### config.mk
export PLATFORM = sky130hd
export DESIGN_NAME = motion_triggered_pump_one_shot
export DESIGN_NICKNAME = d
export VERILOG_FILES = /design/src/design/mtpos_pkg.sv /design/src/design/mtpos_slot.sv /design/src/design/mtpos_core.sv /design/src/design/motion_triggered_pump_one_shot.sv
export SDC_FILE = /design/constraint.sdc
export NUM_CORES = 1
export LEC_CHECK = 0
export BUFFER_PORTS_ARGS = -buffer_cell sky130_fd_sc_hd__buf_4
export CORE_MARGIN = 5
export CORE_UTILIZATION = 42
export DETAILED_ROUTE_END_ITERATION = 10
export GPL_TIMING_DRIVEN = 0
export SLEW_MARGIN = 10
export SYNTH_ARGS = -nofsm -noshare
export SYNTH_HDL_FRONTEND = slang
export SYNTH_SLANG_ARGS = --single-unit
### constraint.sdc
create_clock -name clk -period 6.7 [get_ports clk]
set_clock_uncertainty 0.2 [all_clocks]
set_input_delay 0.67 -clock clk [delete_from_list [all_inputs] [get_ports clk]]
set_output_delay 0.67 -clock clk [all_outputs]
set_load 0.03 [all_outputs]
### src/design/mtpos_pkg.sv
// ----------------------------------------------------------------------------
// mtpos_pkg: shared types and constants of the pump one-shot
// payload structs, configuration register indexes, reset values and defaults
// ----------------------------------------------------------------------------
package mtpos_pkg;

  // default storage widths
  localparam int TIMER_WIDTH_DEF = 16;
  localparam int COUNT_WIDTH_DEF = 32;

  // configuration register indexes
  localparam logic [1:0] REG_RUN_TICKS   = 2'd0;
  localparam logic [1:0] REG_HOLD_TICKS  = 2'd1;
  localparam logic [1:0] REG_START_COUNT = 2'd2;
  localparam logic [1:0] REG_START_SLOT  = 2'd3;

  // reset values of the configuration registers
  localparam logic [15:0] RESET_TICKS       = 16'd5000;
  localparam logic [31:0] RESET_START_COUNT = 32'd0;
  localparam logic [7:0]  RESET_START_SLOT  = 8'd0;

  // slot divisor, 2^16 - 1
  localparam logic [16:0] SLOT_DIVISOR = 17'h0ffff;

  typedef struct packed {
    logic sensor_level;
    logic test_mode;
  } item_t;

  typedef struct packed {
    logic        relay_on;
    logic [31:0] event_total;
    logic [7:0]  slot_now;
    logic        store_slot;
    logic        store_total;
  } result_t;

  typedef struct packed {
    logic        valid;
    logic [1:0]  index;
    logic [31:0] data;
  } cfg_wr_t;

endpackage

### src/design/mtpos_slot.sv
// ----------------------------------------------------------------------------
// mtpos_slot: storage slot index from the event count
// divides a 32-bit count by 2^16 - 1 with two narrow adds and two compares
// ----------------------------------------------------------------------------
module mtpos_slot (
  input  logic [31:0] count,
  output logic [16:0] quotient
);

  logic [16:0] digit_sum;
  logic [16:0] extra;

  // n = hi*65536 + lo = hi*65535 + (hi + lo), and hi + lo < 2*65535 + 1
  always_comb begin
    digit_sum = {1'b0, count[31:16]} + {1'b0, count[15:0]};
    if (digit_sum >= {mtpos_pkg::SLOT_DIVISOR[15:0], 1'b0}) begin
      extra = 17'd2;
    end else if (digit_sum >= mtpos_pkg::SLOT_DIVISOR) begin
      extra = 17'd1;
    end else begin
      extra = 17'd0;
    end
    quotient = {1'b0, count[31:16]} + extra;
  end

endmodule

### src/design/mtpos_core.sv
// ----------------------------------------------------------------------------
// mtpos_core: timer, edge tracker, event counter and configuration store
// works one tick a cycle while fire is high and presents the result of the tick being worked
// ----------------------------------------------------------------------------
module mtpos_core #(
  parameter int TIMER_WIDTH = mtpos_pkg::TIMER_WIDTH_DEF,
  parameter int COUNT_WIDTH = mtpos_pkg::COUNT_WIDTH_DEF
) (
  input  logic                clk,
  input  logic                rst,
  input  logic                fire,
  input  mtpos_pkg::item_t    item,
  input  mtpos_pkg::cfg_wr_t  cfg_wr,
  output mtpos_pkg::result_t  result
);

  localparam logic [1:0] PHASE_ARMED = 2'd0;
  localparam logic [1:0] PHASE_RUN   = 2'd1;
  localparam logic [1:0] PHASE_HOLD  = 2'd2;

  // configuration
  logic [15:0] run_ticks;
  logic [15:0] hold_ticks;

  // state
  logic [1:0]             phase;
  logic [TIMER_WIDTH-1:0] ticks_left;
  logic                   level_before;
  logic                   relay_state;
  logic [COUNT_WIDTH-1:0] event_count;
  logic [7:0]             slot_index;

  logic [1:0]             phase_next;
  logic [TIMER_WIDTH-1:0] ticks_left_next;
  logic                   level_before_next;
  logic                   relay_state_next;
  logic [COUNT_WIDTH-1:0] event_count_next;
  logic [7:0]             slot_index_next;

  logic                   expire;
  logic                   trigger;
  logic [COUNT_WIDTH-1:0] count_inc;
  logic [16:0]            quotient;
  logic                   slot_differs;

  assign count_inc = event_count + COUNT_WIDTH'(1);

  mtpos_slot u_slot (
    .count    (32'(count_inc)),
    .quotient (quotient)
  );

  // full quotient against the 8-bit index: never equal above 255
  assign slot_differs = (quotient[16:8] != 9'd0) || (quotient[7:0] != slot_index);

  always_comb begin
    expire            = (ticks_left[TIMER_WIDTH-1:1] == '0);
    phase_next        = phase;
    ticks_left_next   = ticks_left;
    relay_state_next  = relay_state;
    level_before_next = level_before;
    event_count_next  = event_count;
    slot_index_next   = slot_index;
    trigger           = 1'b0;

    // timer expiries first
    case (phase)
      PHASE_RUN: begin
        if (expire) begin
          relay_state_next = 1'b0;
          phase_next       = PHASE_HOLD;
          ticks_left_next  = TIMER_WIDTH'(hold_ticks);
        end else begin
          ticks_left_next = ticks_left - TIMER_WIDTH'(1);
        end
      end
      PHASE_HOLD: begin
        if (expire) begin
          phase_next      = PHASE_ARMED;
          ticks_left_next = '0;
        end else begin
          ticks_left_next = ticks_left - TIMER_WIDTH'(1);
        end
      end
      default: begin
        phase_next = PHASE_ARMED;
      end
    endcase

    if (item.test_mode) begin
      relay_state_next = item.sensor_level;
    end else begin
      level_before_next = item.sensor_level;
      trigger = item.sensor_level && !level_before && (phase_next == PHASE_ARMED);
      if (trigger) begin
        relay_state_next = 1'b1;
        phase_next       = PHASE_RUN;
        ticks_left_next  = TIMER_WIDTH'(run_ticks);
        event_count_next = count_inc;
        if (slot_differs) begin
          slot_index_next = quotient[7:0];
        end
      end
    end

    result.relay_on    = relay_state_next;
    result.event_total = 32'(event_count_next);
    result.slot_now    = slot_index_next;
    result.store_slot  = trigger && slot_differs;
    result.store_total = trigger;
  end

  always_ff @(posedge clk) begin
    if (rst) begin
      run_ticks    <= mtpos_pkg::RESET_TICKS;
      hold_ticks   <= mtpos_pkg::RESET_TICKS;
      phase        <= PHASE_ARMED;
      ticks_left   <= '0;
      level_before <= 1'b1;
      relay_state  <= 1'b0;
      event_count  <= COUNT_WIDTH'(mtpos_pkg::RESET_START_COUNT);
      slot_index   <= mtpos_pkg::RESET_START_SLOT;
    end else if (cfg_wr.valid) begin
      case (cfg_wr.index)
        mtpos_pkg::REG_RUN_TICKS:   run_ticks   <= cfg_wr.data[15:0];
        mtpos_pkg::REG_HOLD_TICKS:  hold_ticks  <= cfg_wr.data[15:0];
        mtpos_pkg::REG_START_COUNT: event_count <= COUNT_WIDTH'(cfg_wr.data);
        mtpos_pkg::REG_START_SLOT:  slot_index  <= cfg_wr.data[7:0];
        default: begin
        end
      endcase
    end else if (fire) begin
      phase        <= phase_next;
      ticks_left   <= ticks_left_next;
      level_before <= level_before_next;
      relay_state  <= relay_state_next;
      event_count  <= event_count_next;
      slot_index   <= slot_index_next;
    end
  end

endmodule

### src/design/motion_triggered_pump_one_shot.sv
// ----------------------------------------------------------------------------
// motion_triggered_pump_one_shot: motion-triggered pump relay one-shot
// Takes one millisecond tick per transaction (sensor level and test switch)
// and returns one result per tick: relay drive, event total, storage slot
// index and the two storage-write flags. A tick is held in the input
// register and then moves into the result register, which presents its
// result; one tick per cycle is taken for as long as the result side keeps
// taking results, the rate being set by the single state update per cycle
// in the core. Configuration writes are always ready and must only be
// issued while no tick is in flight. A write to the start count or start
// slot register also loads the live count or slot index.
// ----------------------------------------------------------------------------
module motion_triggered_pump_one_shot #(
  parameter int TIMER_WIDTH = mtpos_pkg::TIMER_WIDTH_DEF,
  parameter int COUNT_WIDTH = mtpos_pkg::COUNT_WIDTH_DEF
) (
  input  logic               clk,
  input  logic               rst,
  // tick transactions
  input  logic               item_valid,
  output logic               item_stall,
  input  mtpos_pkg::item_t   item,
  // result transactions
  output logic               result_valid,
  input  logic               result_stall,
  output mtpos_pkg::result_t result,
  // configuration writes
  input  logic               cfg_valid,
  output logic               cfg_ready,
  input  logic [1:0]         cfg_index,
  input  logic [31:0]        cfg_data
);

  // input register
  logic               in_full;
  mtpos_pkg::item_t   in_item;

  // handshake between the two stages
  logic               advance;
  logic               fire;
  mtpos_pkg::result_t core_result;
  mtpos_pkg::cfg_wr_t cfg_wr;

  // result register can take a new result when empty or being emptied
  assign advance    = !result_valid || !result_stall;
  assign fire       = in_full && advance;
  // input register holds only while its tick cannot move on
  assign item_stall = in_full && !advance;

  assign cfg_ready    = 1'b1;
  assign cfg_wr.valid = cfg_valid && cfg_ready;
  assign cfg_wr.index = cfg_index;
  assign cfg_wr.data  = cfg_data;

  // input stage
  always_ff @(posedge clk) begin
    if (rst) begin
      in_full <= 1'b0;
    end else if (!item_stall) begin
      in_full <= item_valid;
    end
  end

  always_ff @(posedge clk) begin
    if (item_valid && !item_stall) begin
      in_item <= item;
    end
  end

  // timers, edge tracker, counter and slot logic
  mtpos_core #(
    .TIMER_WIDTH (TIMER_WIDTH),
    .COUNT_WIDTH (COUNT_WIDTH)
  ) u_core (
    .clk    (clk),
    .rst    (rst),
    .fire   (fire),
    .item   (in_item),
    .cfg_wr (cfg_wr),
    .result (core_result)
  );

  // result stage
  always_ff @(posedge clk) begin
    if (rst) begin
      result_valid <= 1'b0;
    end else if (fire) begin
      result_valid <= 1'b1;
    end else if (!result_stall) begin
      result_valid <= 1'b0;
    end
  end

  always_ff @(posedge clk) begin
    if (fire) begin
      result <= core_result;
    end
  end

endmodule

Yosys cells after proc, flatten, opt, wreduce, memory -nomap -nowiden
Index checks and enable logic that the tools add are counted.
{"block": "word_totals", "register_bits": 139, "latch_bits": 0, "ramBits": 0, "romBits": 0, "inputBits": 41, "output_inout_bits": 46, "word_cells": 88, "mem_count": 0}
{"block": "classes", "addsub": 4, "n_mul": 0, "n_div": 0, "n_lt_le_gt_ge": 2, "n_eq_ne": 9, "n_shift": 0, "n_mux": 30, "bitwise": 2, "reduce_logical": 24}
{"op": "two-way mux 32 bit", "count": 5}
{"op": "two-way mux 16 bit", "count": 4}
{"op": "two-way mux 8 bit", "count": 6}
{"op": "adder 32 x 1 -> 32 bit, second input constant", "count": 1}
{"op": "case mux 16 bit (2 select lines)", "count": 1}
{"op": "adder 16 x 16 -> 17 bit", "count": 1}
{"op": "adder 16 x 17 -> 17 bit", "count": 1}
{"op": "greater-or-equal comparator 17 x 16 -> 1 bit, second input constant", "count": 1}
{"op": "greater-or-equal comparator 17 bit, second input constant", "count": 1}
{"op": "subtractor 16 x 1 -> 16 bit, second input constant", "count": 1}
{"op": "zero test 15 bit", "count": 1}
{"op": "two-way mux 2 bit", "count": 5}
{"op": "AND reduction 2 bit", "count": 5}
{"op": "nonzero test 9 bit", "count": 1}
{"op": "two-way mux 1 bit", "count": 8}
{"op": "!= test 8 bit", "count": 1}
{"op": "equality test 2 bit, second input constant", "count": 3}
{"op": "logical AND 1 bit", "count": 6}
{"op": "!= test 2 x 1 -> 1 bit, second input constant", "count": 3}
{"op": "zero test 1 bit", "count": 5}
{"op": "equality test 2 x 1 -> 1 bit, second input constant", "count": 2}
{"op": "zero test 2 bit", "count": 2}
{"op": "case mux 2 bit (2 select lines)", "count": 1}
{"op": "AND reduction 3 bit", "count": 1}
{"op": "3 further kinds", "count": 5}

Logic depth before layout (Yosys ltp)
{"block": "logic_depth", "depth_word": 13, "ltp_mapped": 33, "depth_no_buf": 30}

Cells and area by module
Synthesis repeated with hierarchy kept, for this count alone.
{"block": "unflattened", "hier_cells": 1051, "hier_area_um2": 8874.8}
{"mod": "mtpos_core", "n_inst": 1, "cells_per_inst": 828, "area_per_inst_um2": 6174.7, "seq_area_each_um2": 1841.8}
{"mod": "motion_triggered_pump_one_shot", "n_inst": 1, "cells_per_inst": 57, "area_per_inst_um2": 1448.9, "seq_area_each_um2": 1391.3}
{"mod": "mtpos_slot", "n_inst": 1, "cells_per_inst": 166, "area_per_inst_um2": 1251.2, "seq_area_each_um2": 0.0}

Worst setup path before layout
Ideal clock, no wire load.
{"block": "synth_timing", "path_type": "reg-to-reg", "from": "register u_core.event_count[0]", "to": "register result[2] in the netlist's numbering, data pin", "setup_time_ns": 0.260, "t_arrival_ns": 6.780, "required_time_ns": 6.240, "setup_slack_ns": -0.540, "stages_incl_launch_ff": 31, "n_path_buf": 2, "synth_period_minus_slack_ns": 7.240, "cell_sequence": "dfxtp_1 > ha_1 > clkbuf_1 > inv_1 > nor4_1 > and2_1 > xor2_1 > ha_1 > fa_1 > nor2_1 > a31oi_1 > maj3_1 > a211oi_1 > o311ai_0 > a21oi_1 > and3_1 > o2111a_1 > mux2i_1 > ha_1 > inv_1 > fa_1 > inv_1 > o221a_2 > a21oi_1 > a2111oi_0 > o22ai_1 > a2111oi_2 > a31o_2 > inv_2 > buf_6 > mux2_4"}
{"element": "start: declaration", "line_no": "mtpos_core.sv:30", "text": "logic [COUNT_WIDTH-1:0] event_count;"}
{"element": "start signal: assignment", "line_no": "mtpos_core.sv:121", "text": "event_count <= COUNT_WIDTH'(mtpos_pkg::RESET_START_COUNT);"}
{"element": "start signal: assignment", "line_no": "mtpos_core.sv:127", "text": "mtpos_pkg::REG_START_COUNT: event_count <= COUNT_WIDTH'(cfg_wr.data);"}
{"element": "start signal: assignment", "line_no": "mtpos_core.sv:137", "text": "event_count <= event_count_next;"}
{"element": "end signal: assignment", "line_no": "motion_triggered_pump_one_shot.sv:96", "text": "result <= core_result;"}
{"element": "end: declaration", "line_no": "motion_triggered_pump_one_shot.sv:26", "text": "output mtpos_pkg::result_t result,"}

==> results by group <==
Final layout
  • Antenna diodes: 0
  • Area of the multi-input gates: 5700 um^2
  • Final Instance Count excl. Fillers: 1557
  • Final instance area: 11900 um^2
  • # nets final: 1335
  • Share of cells above drive strength 1: 0.286
  • FILL cells: 1911
  • Most frequent cells in the layout: buf_4 (180), nand2_1 (150), a21oi_1 (103)
  • Area Growth Syn to Fin: 35.1%
  • Commonest non-fill, non-tap cell in the layout: buf_4
  • Register area: 3270 um^2

Worst setup path
  • Reg2Reg Setup Slack: 110 ps
  • WP data arrival: 6570 ps
  • Worst reg2reg endpoint: result[7]$_DFFE_PP_
  • Crit end category: flip-flop
  • Required time worst endpoint: 6670 ps
  • Crit-path max FO: 8
  • Most Frequent Cell on Critical Path: xnor2_1
  • Setup CP Type: reg2reg
  • Startpoint types: flip-flop
  • CP max stage cell: xnor2_1
  • Crit-path max cell delay: 430 ps
  • R2r worst-path depth: 29
  • FF-to-FF Start: u_core.event_count[2]$_SDFFE_PP0P_

Timing
  • Hold_ws: 227 ps
  • Setup TNS: 0 ps
  • Peak Freq: 152 MHz
  • Pins Over Slew Limit: 0
  • Final hold violation count: 0
  • Final setup fails: 0
  • Slew @ Worst Pin: 1150 ps
  • Max_slew headroom: 0.230
  • Period utilization: 0.984
  • Fin crit period: 6590 ps
  • RSZ-0062 raised after global routing: yes

Global route
  • Global-route wire length before repair: 47.6 mm
  • Largest net degree at the start of global routing: 24
  • GR Util All Layers: 0.255
  • Initial antenna violation count: 0
  • Vias in the first global route: 8440
  • Gr ovfl total: 0

Routing
  • DRT iter0 DRCs: 738
  • Met3 wire length: 2.30 mm
  • ANT nets after route: 0
  • DR DRC count: 0
  • Final wirelength: 31.6 mm
  • WL/cell: 20.3 um
  • Vias post-DR: 9077
  • Uppermost layer routed: met4
  • Met2 wire len: 14.5 mm
  • Vias/cell: 5.83
  • WL met1: 13.4 mm
  • First-pass DRT Iterations: 6

Synthesis
  • Yosys Warn Count: 0
  • Ys flop type: dfxtp_1
  • Synth area leaders: dfxtp_1 (21%), edfxtp_1 (15%), nand2_1 (6.6%), a21oi_1 (6.2%), xnor2_1 (5.8%)
  • Post-synth EDFFs: 45
  • Synth top area share: 0.214
  • Synth Cell Area: 8780 um^2
  • Synth cell types: 76
  • Syn nets: 1135
  • Synth Instances: 1074
  • Cell taking the most area after synthesis: dfxtp_1
  • Async SR Flop Fraction: 0
  • Avg Synthesized Cell Area: 8.18 um^2
  • Seq/Total Area, Yosys: 0.368
  • Synthesis-stage register bit count: 139

Clock tree
  • Clock root buffer: clkbuf_16
  • CTS Buf Count: 17
  • TritonCTS clock tree: built
  • Max Root-Sink Buffers: 2
  • Later-pin clock latency in the skew report: 420 ps
  • CTS sink cnt: 139
  • Worst-path clk slew: 60 ps
  • Post-CTS Hold Fix Bufs: 0
  • CTS H-tree lvls: 4

Die
  • Placeable Area: 20400 um^2
  • Starting Density: 0.430
  • Die H: 155 um
  • # rows: 52
  • Die Wd: 155 um
  • Die Area: 23900 um^2
  • Boundary Pins: 87

Place
  • Cell Count Post-Placement: 1429
  • Cell area after placement: 9860 um^2
  • DP HPWL: 22.3 mm
  • Final Wtd Congestion: 0.917
  • Port bufs: 83

Power and ir drop
  • Clk pwr share: 0.421
  • Comb pwr share: 0.162
  • P_sw: 0.628 mW
  • Cell leakage power: 4.78 nW
  • Int Power: 1.61 mW
  • Peak supply drop: 0.168 mV
  • Sequential Power Share: 0.417
  • Cell Pwr Density: 189 nW/um^2
  • Sw frac: 0.281

Outcome
  • Outcome: finished clean

Min path
  • Hold Crit Start: item[0]
  • Hold Path Class: in2reg
  • Worst Hold End: in_item[0]$_DFFE_PP_
  • Hold path depth: 1

Flow run
  • Max-cap violations: 0
-- layout make-up --
class	instances	share of cell area
plain buffers	73	0.0369
clock buffers	21	0.0380
inverters	24	0.00781
well taps	270	0.0285
flip-flops and latches	139	0.276
multi-input cells	833	0.480
clock inverters	11	0.0100
repair buffers	186	0.123
-- metrics by stage --
stage	setup WS [ps]	utilization	total power [mW]
after global placement	-1790	0.480	1.26
after detailed placement	-1280	0.482	1.26
after floorplan	32.5	-	1.14
after global routing	-211	0.581	2.31
after CTS	8.75	0.552	2.21
final	108	0.581	2.24
-- cell usage after synthesis, types with 10 or more instances --
cell      number
buf_2         14
and3_1        13
ha_1          18
nand3_1       26
nand2_1      155
xor2_1        33
a21o_1        10
edfxtp_1      45
nand4_1       14
o211ai_1      35
o21ai_0       35
a21oi_1      109
xnor2_1       58
a211oi_1      15
dfxtp_1       94
inv_1         22
clkbuf_1      55
nor2_1        98
nand2b_1      30
nor3_1        28
-- power by group through the flow --
stage,clock network (mW),registers (mW),logic [mW]
5_1_grt,0.991,0.936,0.388
2_1_floorplan,0,0.968,0.175
4_1_cts,0.947,0.932,0.335
3_3_place_gp,0,0.947,0.310
6_report,0.942,0.933,0.361
3_5_place_dp,0,0.945,0.315
-- critical path: cells and delay by family, from the launching register on --
kind	cells	cell delay (ps)
AOI/OAI and AO/OA	8	1830
DFF	1	340
adders and majority gates	3	870
muxes	3	730
xor gates and xnor gates	3	840
and+or+nand+nor	5	750
buffers and inverters	7	790
-- sequential cells by signal, indices dropped and copies added (netlist names) --
signal,flops
result,43
u_core.event_count,32
u_core.hold_ticks,16
u_core.run_ticks,16
u_core.ticks_left,16
u_core.slot_index,8
in_item,2
u_core.phase,2
in_full,1
result_valid,1
u_core.level_before,1
u_core.relay_state,1
-- worst max-delay path by stage --
stage | from | to | slack (ps)
2_1_floorplan | u_core.event_count[6]$_SDFFE_PP0P_ | result[2]$_DFFE_PP_ | 30
3_3_place_gp | result_stall | u_core.event_count[27]$_SDFFE_PP0P_ | -1790
3_5_place_dp | u_core.event_count[17]$_SDFFE_PP0P_ | result[5]$_DFFE_PP_ | -1280
4_1_cts | u_core.event_count[12]$_SDFFE_PP0P_ | result[7]$_DFFE_PP_ | 9
5_1_grt | u_core.event_count[2]$_SDFFE_PP0P_ | result[7]$_DFFE_PP_ | -210
6_report | u_core.event_count[2]$_SDFFE_PP0P_ | result[7]$_DFFE_PP_ | 110
-- routing by layer --
metal	vias to the layer above	track usage
li1	4247	-
met1	4358	0.340
met2	379	0.405
met3	93	0.0455
met4	0	0.111
met5	-	0
-- repair_timing --
item | 4_1_cts | 5_1_grt
pin swaps | 40 | 52
setup buffers | 57 | 43
cloned | 0 | 2
setup endpoints to repair | 17 | 15
gates resized for setup | 104 | 65
endpoints found under the hold margin | 0 | 0
-- logic make-up after synthesis --
kind of cell	Yosys count	synth area share
compound gates	278	0.204
xor+xnor	92	0.0926
fa+ha+maj	23	0.0336
buf+inv	102	0.0490
flops	139	0.368
mux	11	0.0148
other cells	1	0.000427
simple gates	428	0.238
(Power assumes the default switching activity.)
